[config.mk]
export PLATFORM = sky130hd
export DESIGN_NAME = tscpm_pcr_check
export DESIGN_NICKNAME = d
export VERILOG_FILES = /design/src/rtl/tscpm_pkg.sv /design/src/rtl/tscpm_pcr_check.sv
export SDC_FILE = /design/constraint.sdc
export NUM_CORES = 1
export LEC_CHECK = 0
export BUFFER_PORTS_ARGS = -buffer_cell sky130_fd_sc_hd__buf_2
export CORE_AREA = 2 2 334 237
export CTS_BUF_LIST = sky130_fd_sc_hd__clkbuf_8
export DETAILED_ROUTE_END_ITERATION = 16
export DIE_AREA = 0 0 336 239
export GPL_TIMING_DRIVEN = 0
export PLACE_DENSITY = 0.62
export SYNTH_ARGS = -nofsm -noshare
export SYNTH_HDL_FRONTEND = slang
export SYNTH_SLANG_ARGS = --single-unit
[constraint.sdc]
create_clock -name clock -period 4.95 [get_ports clock]
set_input_delay 0.99 -clock clock [delete_from_list [all_inputs] [get_ports clock]]
set_output_delay 0.99 -clock clock [all_outputs]
set_load 0.01 [all_outputs]
[src/rtl/tscpm_pkg.sv]
// Shared types and constants for the TS continuity and PCR monitor.
// No dependencies; imported by every module of the block.
`timescale 1ns / 1ps

package tscpm_pkg;

   localparam int PID_W     = 13;
   localparam int CC_W      = 4;
   localparam int PID_COUNT = 1 << PID_W;
   localparam int BASE_W    = 33;
   localparam int EXT_W     = 9;
   localparam int PCR_W     = 42;
   localparam int WALL_W    = 48;
   localparam int CMP_W     = 51;

   localparam logic [7:0] SYNC_VALUE    = 8'h47;
   localparam int         FLAG_DISC_BIT = 7;
   localparam int         FLAG_PCR_BIT  = 4;
   localparam logic [7:0] MIN_PCR_ALEN  = 8'd7;

   localparam logic [PCR_W-1:0] PCR_MULT    = PCR_W'(300);
   localparam logic [PCR_W-1:0] PCR_WRAP    = 42'd2576980377600;
   localparam logic [CMP_W-1:0] TICKS_PER_S = CMP_W'(27000000);
   localparam logic [CMP_W-1:0] HALF_S      = CMP_W'(27000000 / 2);
   localparam logic [PCR_W-1:0] D_LIMIT     = PCR_W'(60 * 27000000);

   // Register stages from accept to the result queue, and queue depth.
   localparam int PIPE_STAGES = 6;
   localparam int FIFO_DEPTH  = 8;
   localparam int FIFO_AW     = $clog2(FIFO_DEPTH);
   localparam int CNT_W       = $clog2(FIFO_DEPTH + 1);

   typedef struct packed {
      logic            valid;
      logic [PID_W-1:0] pid;
      logic [CC_W-1:0]  cc;
      logic            upd;
      logic            disc;
   } cc_req_type;

   typedef struct packed {
      logic              take;
      logic [BASE_W-1:0] base;
      logic [EXT_W-1:0]  ext;
      logic [WALL_W-1:0] wall;
   } pcr_req_type;

   // sync_error sits in the lowest bit.
   typedef struct packed {
      logic pcr_jump;
      logic pcr_checked;
      logic discontinuity_seen;
      logic continuity_error;
      logic sync_error;
   } result_type;

endpackage

[src/rtl/tscpm_pcr_check.sv]
// PCR plausibility pipeline: scales the PCR, reduces it and checks the
// advance against the wall-time difference. Depends on tscpm_pkg.
`timescale 1ns / 1ps

module tscpm_pcr_check
   import tscpm_pkg::*;
(
   input  logic        clock,
   input  logic        reset,
   input  pcr_req_type req,
   output logic        jump
);

   logic              p1_take_ff, p2_take_ff, p3_take_ff, p4_take_ff, p5_en_ff, p6_en_ff;
   logic [BASE_W-1:0] p1_base_ff;
   logic [EXT_W-1:0]  p1_ext_ff, p2_ext_ff;
   logic [WALL_W-1:0] p1_wall_ff, p2_wall_ff, p3_wall_ff, p4_wall_ff;
   logic [PCR_W-1:0]  p2_prod_ff, p3_pcr_ff, p4_red_ff;
   logic [PCR_W-1:0]  p5_d_ff;
   logic [WALL_W-1:0] p5_w_ff;
   logic              p5_borrow_ff;
   logic              p6_base_ok_ff;
   logic [CMP_W-1:0]  p6_d_ff, p6_lim5w_ff, p6_lim10d_ff, p6_w2_ff;
   logic [PCR_W-1:0]  prev_pcr_ff;
   logic [WALL_W-1:0] prev_wall_ff;
   logic              prev_valid_ff;

   logic [PCR_W-1:0]  p2_prod_in, p3_pcr_in, p4_red_in, p5_d_in;
   logic [WALL_W:0]   wdiff;
   logic [CMP_W-1:0]  d_w, w_w;

   always_comb begin
      p2_prod_in = {{(PCR_W-BASE_W){1'b0}}, p1_base_ff} * PCR_MULT;
      p3_pcr_in  = p2_prod_ff + {{(PCR_W-EXT_W){1'b0}}, p2_ext_ff};
      p4_red_in  = (p3_pcr_ff >= PCR_WRAP) ? p3_pcr_ff - PCR_WRAP : p3_pcr_ff;
      // Advance modulo the PCR wrap; both sides are already reduced.
      p5_d_in    = (p4_red_ff >= prev_pcr_ff) ? p4_red_ff - prev_pcr_ff
                                              : p4_red_ff + (PCR_WRAP - prev_pcr_ff);
      wdiff      = {1'b0, p4_wall_ff} - {1'b0, prev_wall_ff};
      d_w        = {{(CMP_W-PCR_W){1'b0}}, p5_d_ff};
      w_w        = {{(CMP_W-WALL_W){1'b0}}, p5_w_ff};
      jump       = p6_en_ff & ~(p6_base_ok_ff & (p6_d_ff < p6_lim5w_ff) &
                                (p6_lim10d_ff > p6_w2_ff));
   end

   always_ff @(posedge clock) begin
      p1_base_ff    <= req.base;
      p1_ext_ff     <= req.ext;
      p1_wall_ff    <= req.wall;
      p2_prod_ff    <= p2_prod_in;
      p2_ext_ff     <= p1_ext_ff;
      p2_wall_ff    <= p1_wall_ff;
      p3_pcr_ff     <= p3_pcr_in;
      p3_wall_ff    <= p2_wall_ff;
      p4_red_ff     <= p4_red_in;
      p4_wall_ff    <= p3_wall_ff;
      p5_d_ff       <= p5_d_in;
      p5_w_ff       <= wdiff[WALL_W-1:0];
      p5_borrow_ff  <= wdiff[WALL_W];
      p6_base_ok_ff <= ~p5_borrow_ff & (p5_w_ff != '0) & (p5_d_ff != '0) &
                       (p5_d_ff < D_LIMIT);
      p6_d_ff       <= d_w;
      p6_lim5w_ff   <= {w_w[CMP_W-3:0], 2'b00} + w_w + HALF_S;
      p6_lim10d_ff  <= {d_w[CMP_W-4:0], 3'b000} + {d_w[CMP_W-2:0], 1'b0} + TICKS_PER_S;
      p6_w2_ff      <= {w_w[CMP_W-2:0], 1'b0};
      if (p4_take_ff) begin
         prev_pcr_ff  <= p4_red_ff;
         prev_wall_ff <= p4_wall_ff;
      end
      if (reset) begin
         p1_take_ff    <= 1'b0;
         p2_take_ff    <= 1'b0;
         p3_take_ff    <= 1'b0;
         p4_take_ff    <= 1'b0;
         p5_en_ff      <= 1'b0;
         p6_en_ff      <= 1'b0;
         prev_valid_ff <= 1'b0;
      end else begin
         p1_take_ff <= req.take;
         p2_take_ff <= p1_take_ff;
         p3_take_ff <= p2_take_ff;
         p4_take_ff <= p3_take_ff;
         p5_en_ff   <= p4_take_ff & prev_valid_ff;
         p6_en_ff   <= p5_en_ff;
         if (p4_take_ff) begin
            prev_valid_ff <= 1'b1;
         end
      end
   end

   a_prev_valid_sticky: assert property (@(posedge clock) disable iff (reset)
      !$fell(prev_valid_ff))
      else $error("previous PCR lost outside reset");

endmodule

==> results.py, run 1 <==
metrics = {
    "sta": {
        "setup_viol": 0,
        "period_share_pct": 96.90,
        "tightest_slew_ns": 1.104,
        "finalHoldViolations": 0,
        "fin_ws_ns": 0.1534,
        "rsz0062_at_grt": "yes",
        "slew_headroom_pct": 25.73,
        "period_needed_ns": 4.797,
        "fmax_ghz": 0.2085,
        "slew_viol_final": 0,
        "fin_worst_skew_ns": 0.03972,
    },
    "clock_network": {
        "tritoncts": "yes",
        "ctsHoldBuffers": 0,
        "cts_max_path_buffers": 3,
        "cts_root_buf": "clkbuf_8",
        "clock_sinks": 738,
        "htreeDepth": 3,
        "clk_latency_ns": 0.75,
        "clk_pin_slew_ns": 0.06,
        "numCtsBuffers": 109,
    },
    "critical_path": {
        "cp_max_fo": 5,
        "crit_path_max_incr_delay_ns": 0.54,
        "startpoint_type": "flop",
        "rr_worst_depth": 16,
        "worstSetupPathType": "flop to flop",
        "rr_startpoint": "p1_base_ff[6]",
        "required_ns": 5.57,
        "worstSetupEndpointType": "flop",
        "crit_path_top_delay_cell": "fa_1",
        "cp_cell_sequence": "ha_1, ha_1, fa_1, inv_1, fa_1, inv_1, ha_2, a2111oi_4, o21ai_2, a311oi_2, buf_4, o211ai_1, and2_4, a221o_1, mux2i_1, a2111o_1",
        "r2r_end": "p2_prod_ff[34]",
        "endpoint": "p2_prod_ff[34]",
        "rrSetupSlack_ns": 0.15,
        "worstSetupStartpoint": "p1_base_ff[6]",
        "cp.arrival_ns": 5.41,
    },
    "job": {
        "drv_cap": 0,
    },
    "detailed_routing": {
        "wl_per_cell_um": 16.48,
        "dr_total_vias": 27260,
        "firstDrtPassIters": 5,
        "drc": 0,
        "wl_mm": 86.10,
        "ant_nets": 0,
        "drtIter0Drc": 2055,
        "drt-vias-per-instance": 5.216,
    },
    "logic_synthesis": {
        "ys_types": 89,
        "ys_seq_elements": 738,
        "synth_nets": 4572,
        "syn_avg_cell_area_um2": 9.862,
        "synth_flop_cell": "dfxtp_1",
        "syn_inst": 3869,
        "syn_area_um2": 38160,
        "yosysWarnings": 0,
        "yosysSeqAreaShare_pct": 41.08,
        "synthArstFlopShare_pct": 0,
        "synth-edff-count": 90,
    },
    "placement": {
        "hpwl_mm": 67.29,
        "portBuffers": 93,
        "routabilityCongestion": 0.9314,
        "place_worst_setup_slack_ns": -0.2721,
    },
    "grt": {
        "busiest_layer": "met1",
        "grt_use_met3_pct": 6.051,
        "grt_pass1_vias": 25596,
        "antenna_found_initial": 1,
        "grt_max_degree": 52,
        "grt_pass1_wl_mm": 137.9,
        "grt_use_total_pct": 21.74,
        "met1_usage_pct": 34.51,
        "gr-total-overflow": 0,
        "use_met2_pct": 28.34,
    },
    "final_layout": {
        "areaGrowthSynthToFinish_pct": 11.75,
        "drive_above_1_share_pct": 7.845,
        "final_common_cell": "dfxtp_1",
        "final_cell_mix": "637 x dfxtp_1, 615 x inv_1, 509 x ha_1",
        "layout.nets": 4780,
    },
    "floorplan": {
        "io_pins": 94,
        "fp.dieH_um": 239,
        "die-area_um2": 80300,
        "initial_core_util_pct": 49.18,
        "core_area_um2": 77580,
        "row_count": 86,
        "die_x_um": 336,
    },
    "run_status": {
        "outcome": "completed",
    },
    "power_and_ir_drop": {
        "p_leak_nw": 20.47,
        "power.total_mw": 28.25,
        "power_density_nw_per_um2": 662.5,
        "vdd.ir_drop.worst_v": 0.0003435,
    },
    "min_path": {
        "worst_hold_path_type": "flop to flop",
        "whs_path_depth": 0,
    },
}
==> worst min-delay path by stage <==
stage,from,endpoint
after floorplan,p1_ext_ff[0],p2_ext_ff[0]
after global placement,p1_wall_ff[44],p2_wall_ff[44]
after detailed placement,p2_ext_ff[0],p3_pcr_ff[0]
after CTS,req[35],p1_wall_ff[35]
after global routing,req[35],p1_wall_ff[35]
final,p2_wall_ff[36],p3_wall_ff[36]
==> layer usage <==
metal	vias up	wire length [um]
li1	13749	-
met1	12696	46100
met2	713	31780
met3	102	6856
met4	0	1360
met5	-	0
==> worst max-delay path: cells and delay by family (launching register included) <==
kind	cells	cell delay, ns
DFF	1	0.36
and+or+nand+nor	1	0.23
buffers and inverters	3	0.26
muxes	1	0.13
adders and majority gates	5	1.95
AOI/OAI and AO/OA	6	1.75
==> cell families after synthesis <==
group / synth area share [%]
AO/OA/AOI/OAI: 14.66
XOR/XNOR: 5.738
adder cells (fa/ha/maj): 21.97
buffers and inverters: 6.283
flip-flops: 41.08
multiplexers: 0.2426
AND/OR/NAND/NOR: 10.02
==> flip-flops by register name, summed over array words and instances, names as in the netlist, 9 cells and up <==
signal	count
p6_lim5w_ff	51
p1_wall_ff	48
p2_wall_ff	48
p3_wall_ff	48
p4_wall_ff	48
p5_w_ff	48
prev_wall_ff	48
p6_w2_ff	46
p6_lim10d_ff	45
p3_pcr_ff	42
p4_red_ff	42
p5_d_ff	42
prev_pcr_ff	42
p2_prod_ff	40
p6_d_ff	40
p1_base_ff	33
p1_ext_ff	9
p2_ext_ff	9
==> synthesized netlist by cell type, drive strengths merged, types with 5 or more instances <==
cell / number / share of area (%)
o31a: 5 / 0.11
nor2: 195 / 1.9
nand3: 56 / 0.73
and4: 11 / 0.25
a2111oi: 9 / 0.27
or4: 9 / 0.18
a21boi: 16 / 0.31
and3: 34 / 0.56
or2: 9 / 0.15
nand2: 186 / 1.8
mux2i: 7 / 0.18
o21a: 27 / 0.53
clkbuf: 43 / 0.42
a31oi: 31 / 0.51
a211oi: 30 / 0.62
o211ai: 20 / 0.41
o221ai: 7 / 0.18
a21o: 149 / 2.9
ha: 510 / 17
a2111o: 6 / 0.18
xor2: 76 / 1.7
o21ai: 153 / 2.0
nor2b: 36 / 0.60
or3: 17 / 0.29
a211o: 10 / 0.23
nand2b: 35 / 0.57
a311oi: 9 / 0.21
a221oi: 12 / 0.29
o311ai: 10 / 0.25
o21bai: 34 / 0.67
dfxtp: 648 / 34
xnor2: 174 / 4.0
nand3b: 7 / 0.14
fa: 100 / 5.2
nor4: 39 / 0.64
a311o: 7 / 0.18
a21oi: 259 / 3.4
edfxtp: 90 / 7.1
a31o: 8 / 0.18
inv: 593 / 5.8
o31ai: 16 / 0.31
nand4: 65 / 1.1
nor3: 44 / 0.58
and2: 18 / 0.30
==> final cells by class <==
cell class	count	area, um^2
fill	6979	34940
multi-input combinational	2493	20180
sequential	738	15690
inverter	593	2226
clock buffer	126	1734
tap	1056	1321
clock inverter	76	793.3
timing repair buffer	97	515.5
buffer	45	173.9
antenna	2	5.005
==> metrics by stage <==
stage / TNS, ns / utilization [%] / instances / cell area [um^2] / hold slack, ns
2_1_floorplan: 0 / - / 3869 / 38160 / 0.3096
3_3_place_gp: -1.011 / 51.49 / 5018 / 39940 / 0.3102
3_5_place_dp: -1.143 / 51.54 / 5020 / 39990 / 0.3121
4_1_cts: 0 / 54.87 / 5223 / 42570 / 0.2625
5_1_grt: -0.04458 / 54.96 / 5225 / 42640 / 0.2808
6_report: 0 / 54.96 / 5226 / 42640 / 0.3145
==> power breakdown <==
group | total, mW | internal [mW] | leakage, nW | switching, mW
Clock | 5.58 | 3.15 | 1.38 | 2.43
Sequential | 8.84 | 7.69 | 6.28 | 1.15
Combinational | 13.8 | 5.79 | 12.8 | 8.04
==> what timing repair did <==
item | in CTS | in global routing
gates resized for setup | 12 | 23
setup endpoints to repair | 11 | 9
pin swaps | 3 | 3
gates cloned | 0 | 0
setup buffers | 1 | 0
Note: power is estimated with default switching activity, not from simulation.
==> run 2, diff against run 1 <==
--- a/config.mk
+++ b/config.mk
@@ -7,7 +7,7 @@
 export LEC_CHECK = 0
 export BUFFER_PORTS_ARGS = -buffer_cell sky130_fd_sc_hd__buf_2
 export CORE_AREA = 2 2 334 237
-export CTS_BUF_LIST = sky130_fd_sc_hd__clkbuf_8
+export CTS_CLUSTER_DIAMETER = 120
 export DETAILED_ROUTE_END_ITERATION = 16
 export DIE_AREA = 0 0 336 239
 export GPL_TIMING_DRIVEN = 0
==> run 2 against run 1 <==
Effect of this change:
- critical path depth down 3
- utilization unchanged
- cell count decreased by 1.3%
- via count decreased by 0.39%
- fmax shrank 2.2%
- critical path type unchanged
==> results.py, run 2 (synthesized netlist as in run 1, its figures left out) <==
metrics = {
    "detailed_routing": {
        "drc": 0,
        "firstDrtPassIters": 5,
        "dr_total_vias": 27155,
        "drt-vias-per-instance": 5.266,
        "drtIter0Drc": 2099,
        "wl_mm": 86.05,
        "wl_per_cell_um": 16.69,
        "ant_nets": 0,
    },
    "critical_path": {
        "worstSetupEndpointType": "flop",
        "rr_worst_depth": 13,
        "cp.arrival_ns": 5.33,
        "startpoint_type": "flop",
        "cp_max_fo": 4,
        "required_ns": 5.38,
        "rr_startpoint": "prev_pcr_ff[1]",
        "worstSetupPathType": "flop to flop",
        "rrSetupSlack_ns": 0.05,
        "r2r_end": "p5_d_ff[41]",
    },
    "final_layout": {
        "final_cell_mix": "636 x dfxtp_1, 593 x inv_1, 506 x ha_1",
        "drive_above_1_share_pct": 6.829,
        "largest_register_ffs": 51,
        "regMostFlops": "p6_lim5w_ff",
        "stdcell_area_um2": 42640,
        "final_cells": 5157,
        "final_common_cell": "dfxtp_1",
        "layout.nets": 4744,
        "areaGrowthSynthToFinish_pct": 11.75,
    },
    "floorplan": {
        "io_pins": 94,
        "row_count": 86,
        "die-area_um2": 80300,
        "fp.dieH_um": 239,
        "die_x_um": 336,
        "initial_core_util_pct": 49.18,
        "core_area_um2": 77580,
    },
    "placement": {
        "hpwl_mm": 67.29,
        "portBuffers": 93,
        "place_worst_setup_slack_ns": -0.2721,
        "routabilityCongestion": 0.9314,
        "placed_area_um2": 39990,
        "dp.cells": 5020,
    },
    "clock_network": {
        "tritoncts": "yes",
        "clk_pin_slew_ns": 0.06,
        "htreeDepth": 3,
        "clk_latency_ns": 0.65,
        "cts_root_buf": "clkbuf_16",
        "numCtsBuffers": 73,
        "cts_max_path_buffers": 3,
        "clock_sinks": 738,
    },
    "sta": {
        "slew_viol_final": 0,
        "period_needed_ns": 4.904,
        "period_share_pct": 99.07,
        "setup-tns-final_ns": 0,
        "tightest_slew_ns": 1.128,
        "slew_headroom_pct": 24.15,
        "fin_ws_ns": 0.04610,
        "fin_worst_skew_ns": 0.03909,
        "rsz0062_at_grt": "yes",
        "setup_viol": 0,
        "fmax_ghz": 0.2039,
        "finalHoldViolations": 0,
        "hold_ws_ns": 0.3132,
    },
    "power_and_ir_drop": {
        "power_density_nw_per_um2": 666.6,
        "vdd.ir_drop.worst_v": 0.0003339,
        "p_leak_nw": 20.31,
    },
    "job": {
        "drv_cap": 0,
    },
    "min_path": {
        "worstHoldEndpoint": "p4_red_ff[33]",
        "worstHoldStart": "p3_pcr_ff[33]",
        "worst_hold_path_type": "flop to flop",
        "whs_path_depth": 0,
    },
    "grt": {
        "grt_pass1_wl_mm": 137.6,
        "grt_use_total_pct": 21.73,
        "antenna_found_initial": 0,
        "grt_max_degree": 52,
        "grt_pass1_vias": 25309,
        "gr-total-overflow": 0,
    },
    "run_status": {
        "outcome": "completed",
    },
}
-- run 2: worst max-delay path by stage --
| stage | start | to | slack, ns | cells past startpoint |
|---|---|---|---|---|
| floorplan | p1_base_ff[6] | p2_prod_ff[34] | 0.44 | 15 |
| global placement | p1_base_ff[6] | p2_prod_ff[34] | -0.31 | 15 |
| detailed placement | p1_base_ff[6] | p2_prod_ff[34] | -0.27 | 15 |
| CTS | p1_base_ff[6] | p2_prod_ff[34] | -0.01 | 16 |
| global route | p1_base_ff[14] | p2_prod_ff[34] | -0.03 | 16 |
| finish | prev_pcr_ff[1] | p5_d_ff[41] | 0.05 | 13 |
-- run 2: through the flow --
step	utilization, %	total power, mW
2_1_floorplan	-	18.85
3_3_place_gp	51.49	22.28
3_5_place_dp	51.54	22.38
4_1_cts	54.84	28.33
5_1_grt	54.96	30.71
6_report	54.96	28.42
-- run 2: layer usage --
layer  global-route usage, %  up-vias  part of all wire, %
met5                  0.9726        -                 0.12
met3                   5.402      111                  7.8
li1                        -    13674                    -
met4                   4.906        2                  1.7
met2                   28.49      696                   37
met1                   34.71    12672                   54
-- run 2: layout make-up --
cell class	instances	area (um^2)
tap	1056	1321
antenna	1	2.502
multi-input combinational	2493	20200
fill	6963	34940
sequential	738	15690
clock buffer	88	1977
buffer	45	173.9
clock inverter	46	529.3
timing repair buffer	97	515.5
inverter	593	2226
-- run 2: critical path, stage by stage, from the launching register on --
cell,delay (ns)
edfxtp_1,0.37
inv_1,0.05
ha_1,0.39
ha_1,0.28
fa_1,0.39
nor2b_2,0.18
o221ai_2,0.27
a2111oi_2,0.16
a211oi_1,0.69
or3_4,0.30
a211oi_2,0.10
o211a_1,0.30
o31a_1,0.29
o31ai_1,0.93
-- run 2: power by group --
part | leakage [nW] | switching (mW) | internal, mW
clock | 1.23 | 2.47 | 3.24
sequential | 6.28 | 1.16 | 7.69
combinational | 12.8 | 8.05 | 5.81
-- run 2: repair_timing --
action | in CTS | in global routing
pin swaps | 3 | 3
resized for setup | 12 | 26
hold buffers | 0 | 0
endpoints found under the setup margin | 11 | 9
cloned | 0 | 0
setup buffers | 1 | 0
==> run 3, diff against run 2 <==
--- a/config.mk
+++ b/config.mk
@@ -5,13 +5,16 @@
 export SDC_FILE = /design/constraint.sdc
 export NUM_CORES = 1
 export LEC_CHECK = 0
+export ABC_AREA = 1
 export BUFFER_PORTS_ARGS = -buffer_cell sky130_fd_sc_hd__buf_2
-export CORE_AREA = 2 2 334 237
+export CELL_PAD_IN_SITES_DETAIL_PLACEMENT = 0
+export CELL_PAD_IN_SITES_GLOBAL_PLACEMENT = 1
+export CORE_AREA = 2 2 361 256
 export CTS_CLUSTER_DIAMETER = 120
 export DETAILED_ROUTE_END_ITERATION = 16
-export DIE_AREA = 0 0 336 239
+export DIE_AREA = 0 0 363 258
 export GPL_TIMING_DRIVEN = 0
-export PLACE_DENSITY = 0.62
+export PLACE_DENSITY = 0.76
 export SYNTH_ARGS = -nofsm -noshare
 export SYNTH_HDL_FRONTEND = slang
 export SYNTH_SLANG_ARGS = --single-unit
==> run 3 against run 2 <==
Effect of this change:
- combinational power rose by 25%
- critical path type is now flop to output pin
- count of clock-buffer cells in the layout decreased by 8
- clock power rose by 2%
- synthesized cell count rose by 44%
- highest routed layer unchanged
- sequential cell count stayed put
- first-iteration DRC count grew 58%
- register-to-register slack gained 0.89 ns
- largest cell class unchanged
- sequential share of layout area decreased by 3.8 points
- utilization fell by 2.6 points
- clock skew about the same
==> results.py, run 3 <==
metrics = {
    "power_and_ir_drop": {
        "intPower_mw": 16.47,
        "p_leak_nw": 23.72,
        "seqPwrFrac_pct": 27.8,
        "switchingPower_mw": 15.67,
        "power_density_nw_per_um2": 677.0,
        "sw_frac_of_total_pct": 48.75,
        "clock_power_share_pct": 18.1,
        "p_comb_share_pct": 54.1,
        "power.total_mw": 32.14,
        "vdd.ir_drop.worst_v": 0.0004366,
    },
    "sta": {
        "setup-tns-final_ns": 0,
        "fin_worst_skew_ns": 0.03932,
        "rsz0062_at_grt": "no",
        "tightest_slew_ns": 0.8601,
        "period_needed_ns": 4.466,
        "finalHoldViolations": 0,
        "fmax_ghz": 0.2239,
        "setup_viol": 0,
        "period_share_pct": 90.23,
        "slew_viol_final": 0,
        "slew_headroom_pct": 42.05,
    },
    "floorplan": {
        "core_area_um2": 90650,
        "initial_core_util_pct": 47.34,
        "fp.dieH_um": 258,
        "row_count": 93,
        "die-area_um2": 93650,
        "die_x_um": 363,
        "io_pins": 94,
    },
    "critical_path": {
        "required_ns": 3.96,
        "crit_path_max_incr_delay_ns": 0.46,
        "worstSetupEndpointType": "output pin",
        "rr_startpoint": "p1_base_ff[19]",
        "cp.arrival_ns": 3.48,
        "cp_cell_sequence": "ha_1, nand2_1, nor2_1, nand2_1, nor2_1, nand4_1, a21oi_1, nor2_1, nor2_1, nor2_1, buf_2",
        "rrSetupSlack_ns": 0.94,
        "crit_top_cell": "nor2_1",
        "cp_max_fo": 3,
        "r2r_end": "p2_prod_ff[40]",
        "startpoint_type": "flop",
        "crit_path_top_delay_cell": "nor2_1",
        "critPathTopFamily": "simple AND/OR/NAND/NOR gates",
        "worstSetupStartpoint": "p6_lim10d_ff[45]",
        "worstSetupPathType": "flop to output pin",
        "rr_worst_depth": 14,
        "endpoint": "jump",
        "worst-path-buf-inv": 1,
        "crit_cells": 11,
    },
    "logic_synthesis": {
        "synthTopCellsByCount": "1217 x nand2_1, 1024 x inv_1, 648 x dfxtp_1, 566 x nor2_1, 510 x ha_1",
        "yosysMostFrequentCell": "nand2_1",
        "synth.largest_area_cell": "dfxtp_1",
        "ys_types": 44,
        "yosysWarnings": 0,
        "synth_flop_cell": "dfxtp_1",
        "syn_avg_cell_area_um2": 7.728,
        "syn_inst": 5553,
        "syn_area_um2": 42910,
        "synth_nets": 6256,
        "synthArstFlopShare_pct": 0,
        "synth_area_leaders": "dfxtp_1 30%, ha_1 15%, nand2_1 11%",
        "synth-edff-count": 90,
        "synth_top_cell_area_share_pct": 30.23,
        "yosysSeqAreaShare_pct": 36.53,
        "ys_seq_elements": 738,
    },
    "clock_network": {
        "post_cts_resized": 0,
        "numCtsBuffers": 72,
        "htreeDepth": 3,
        "post_cts_buffers": 0,
        "cts_max_path_buffers": 3,
        "ctsHoldBuffers": 0,
        "cts_root_buf": "clkbuf_16",
        "tritoncts": "yes",
        "clk_latency_ns": 0.68,
        "clk_pin_slew_ns": 0.07,
        "clock_sinks": 738,
    },
    "min_path": {
        "worst_hold_path_type": "flop to flop",
    },
    "grt": {
        "antenna_found_initial": 6,
        "grt_use_total_pct": 27.61,
        "grt_max_degree": 60,
        "grt_pass1_wl_mm": 196.3,
        "gr-total-overflow": 0,
        "grt_pass1_vias": 33600,
    },
    "detailed_routing": {
        "drt-vias-per-instance": 5.114,
        "drtIter0Drc": 3323,
        "drc": 0,
        "firstDrtPassIters": 6,
        "dr_total_vias": 35637,
        "ant_nets": 0,
        "wl_per_cell_um": 18.63,
        "wl_mm": 129.8,
    },
    "final_layout": {
        "final_cells": 6969,
        "final_util_pct": 52.36,
        "final_cell_mix": "1217 x nand2_1, 1024 x inv_1, 647 x dfxtp_1",
        "multiInputGateArea_um2": 23320,
        "layout.filler_cells": 8915,
        "layout.nets": 6424,
        "final_common_cell": "nand2_1",
        "drive_above_1_share_pct": 4.239,
        "regMostFlops": "p6_lim5w_ff",
        "largest_register_ffs": 51,
        "seq_area_um2": 15680,
        "areaGrowthSynthToFinish_pct": 10.61,
    },
    "job": {
        "drv_cap": 0,
    },
    "placement": {
        "hpwl_mm": 109.9,
        "portBuffers": 93,
        "routabilityCongestion": 0.9929,
        "dp.cells": 6834,
    },
    "run_status": {
        "outcome": "completed",
    },
}
run 3: cell count changes in the layout (fill, tap and decap cells not counted), sizes merged, moves of 35 or more:
cell and delta:
nand2 +1035, inv +427, nor2 +377, nand3 +209, xnor2 -137, a21o -129
a21oi +90, xor2 +86, o21ai +81, clkbuf -52, nor2b -36, nand2b -35
run 3: kinds of logic after synthesis:
group                      share of synthesized area [%]
AOI/OAI and AO/OA                                  9.065
xor gates and xnor gates                           4.062
adders and majority gates                          19.54
buffers and inverters                              9.124
DFF                                                36.53
and+or+nand+nor                                    21.68
run 3: cell type report:
type,count,share of cell area [%]
Buffer,7,0.1503
Tap cell,1187,3.129
Clock inverter,53,1.397
Multi-Input combinational cell,3784,49.13
Clock buffer,80,4.012
Antenna cell,2,0.01054
Timing Repair Buffer,94,1.039
Inverter,1024,8.098
Sequential cell,738,33.03
run 3: metrics by stage:
| step | worst slack (ns) | hold WS [ns] | cell area, um^2 |
|---|---|---|---|
| 2_1_floorplan | 1.576 | 0.3096 | 42910 |
| 3_3_place_gp | 0.6077 | 0.3096 | 44860 |
| 3_5_place_dp | 1.077 | 0.3121 | 44890 |
| 4_1_cts | 0.4628 | 0.3242 | 47460 |
| 5_1_grt | 0.2521 | 0.3268 | 47460 |
| 6_report | 0.4837 | 0.3217 | 47470 |
run 3: worst register-to-register path, delay by kind of cell (launching register included):
family	cells	cell delay [ns]
buffers and inverters	2	0.10
adders and majority gates	5	2.01
DFF	1	0.43
and+or+nand+nor	7	1.36
run 3: worst min-delay path by stage:
stage | cells after the start | to | start | slack, ns
2_1_floorplan | 0 | p2_ext_ff[0] | p1_ext_ff[0] | 0.31
3_3_place_gp | 0 | p2_wall_ff[46] | p1_wall_ff[46] | 0.31
3_5_place_dp | 0 | p2_ext_ff[1] | p1_ext_ff[1] | 0.31
4_1_cts | 0 | p3_wall_ff[28] | p2_wall_ff[28] | 0.32
5_1_grt | 0 | p4_wall_ff[47] | p3_wall_ff[47] | 0.33
6_report | 0 | p3_wall_ff[28] | p2_wall_ff[28] | 0.32
run 3: power by group through the flow:
stage	sequential (mW)	clock [mW]	combinational (mW)
after global placement	9.00	0	16.8
after CTS	8.90	5.95	17.0
final	8.93	5.81	17.4
after detailed placement	9.01	0	16.8
after floorplan	8.37	0	11.5
after global routing	9.06	6.19	19.3
run 3: metal layers:
metal  part of all wire [%]  up-vias  global-route usage [%]
met2                     36     1197                   36.16
li1                       -    18058                       -
met1                     52    16246                   43.58
met4                    1.7        2                   5.509
met3                     10      134                   8.243
met5                  0.015        -                       0
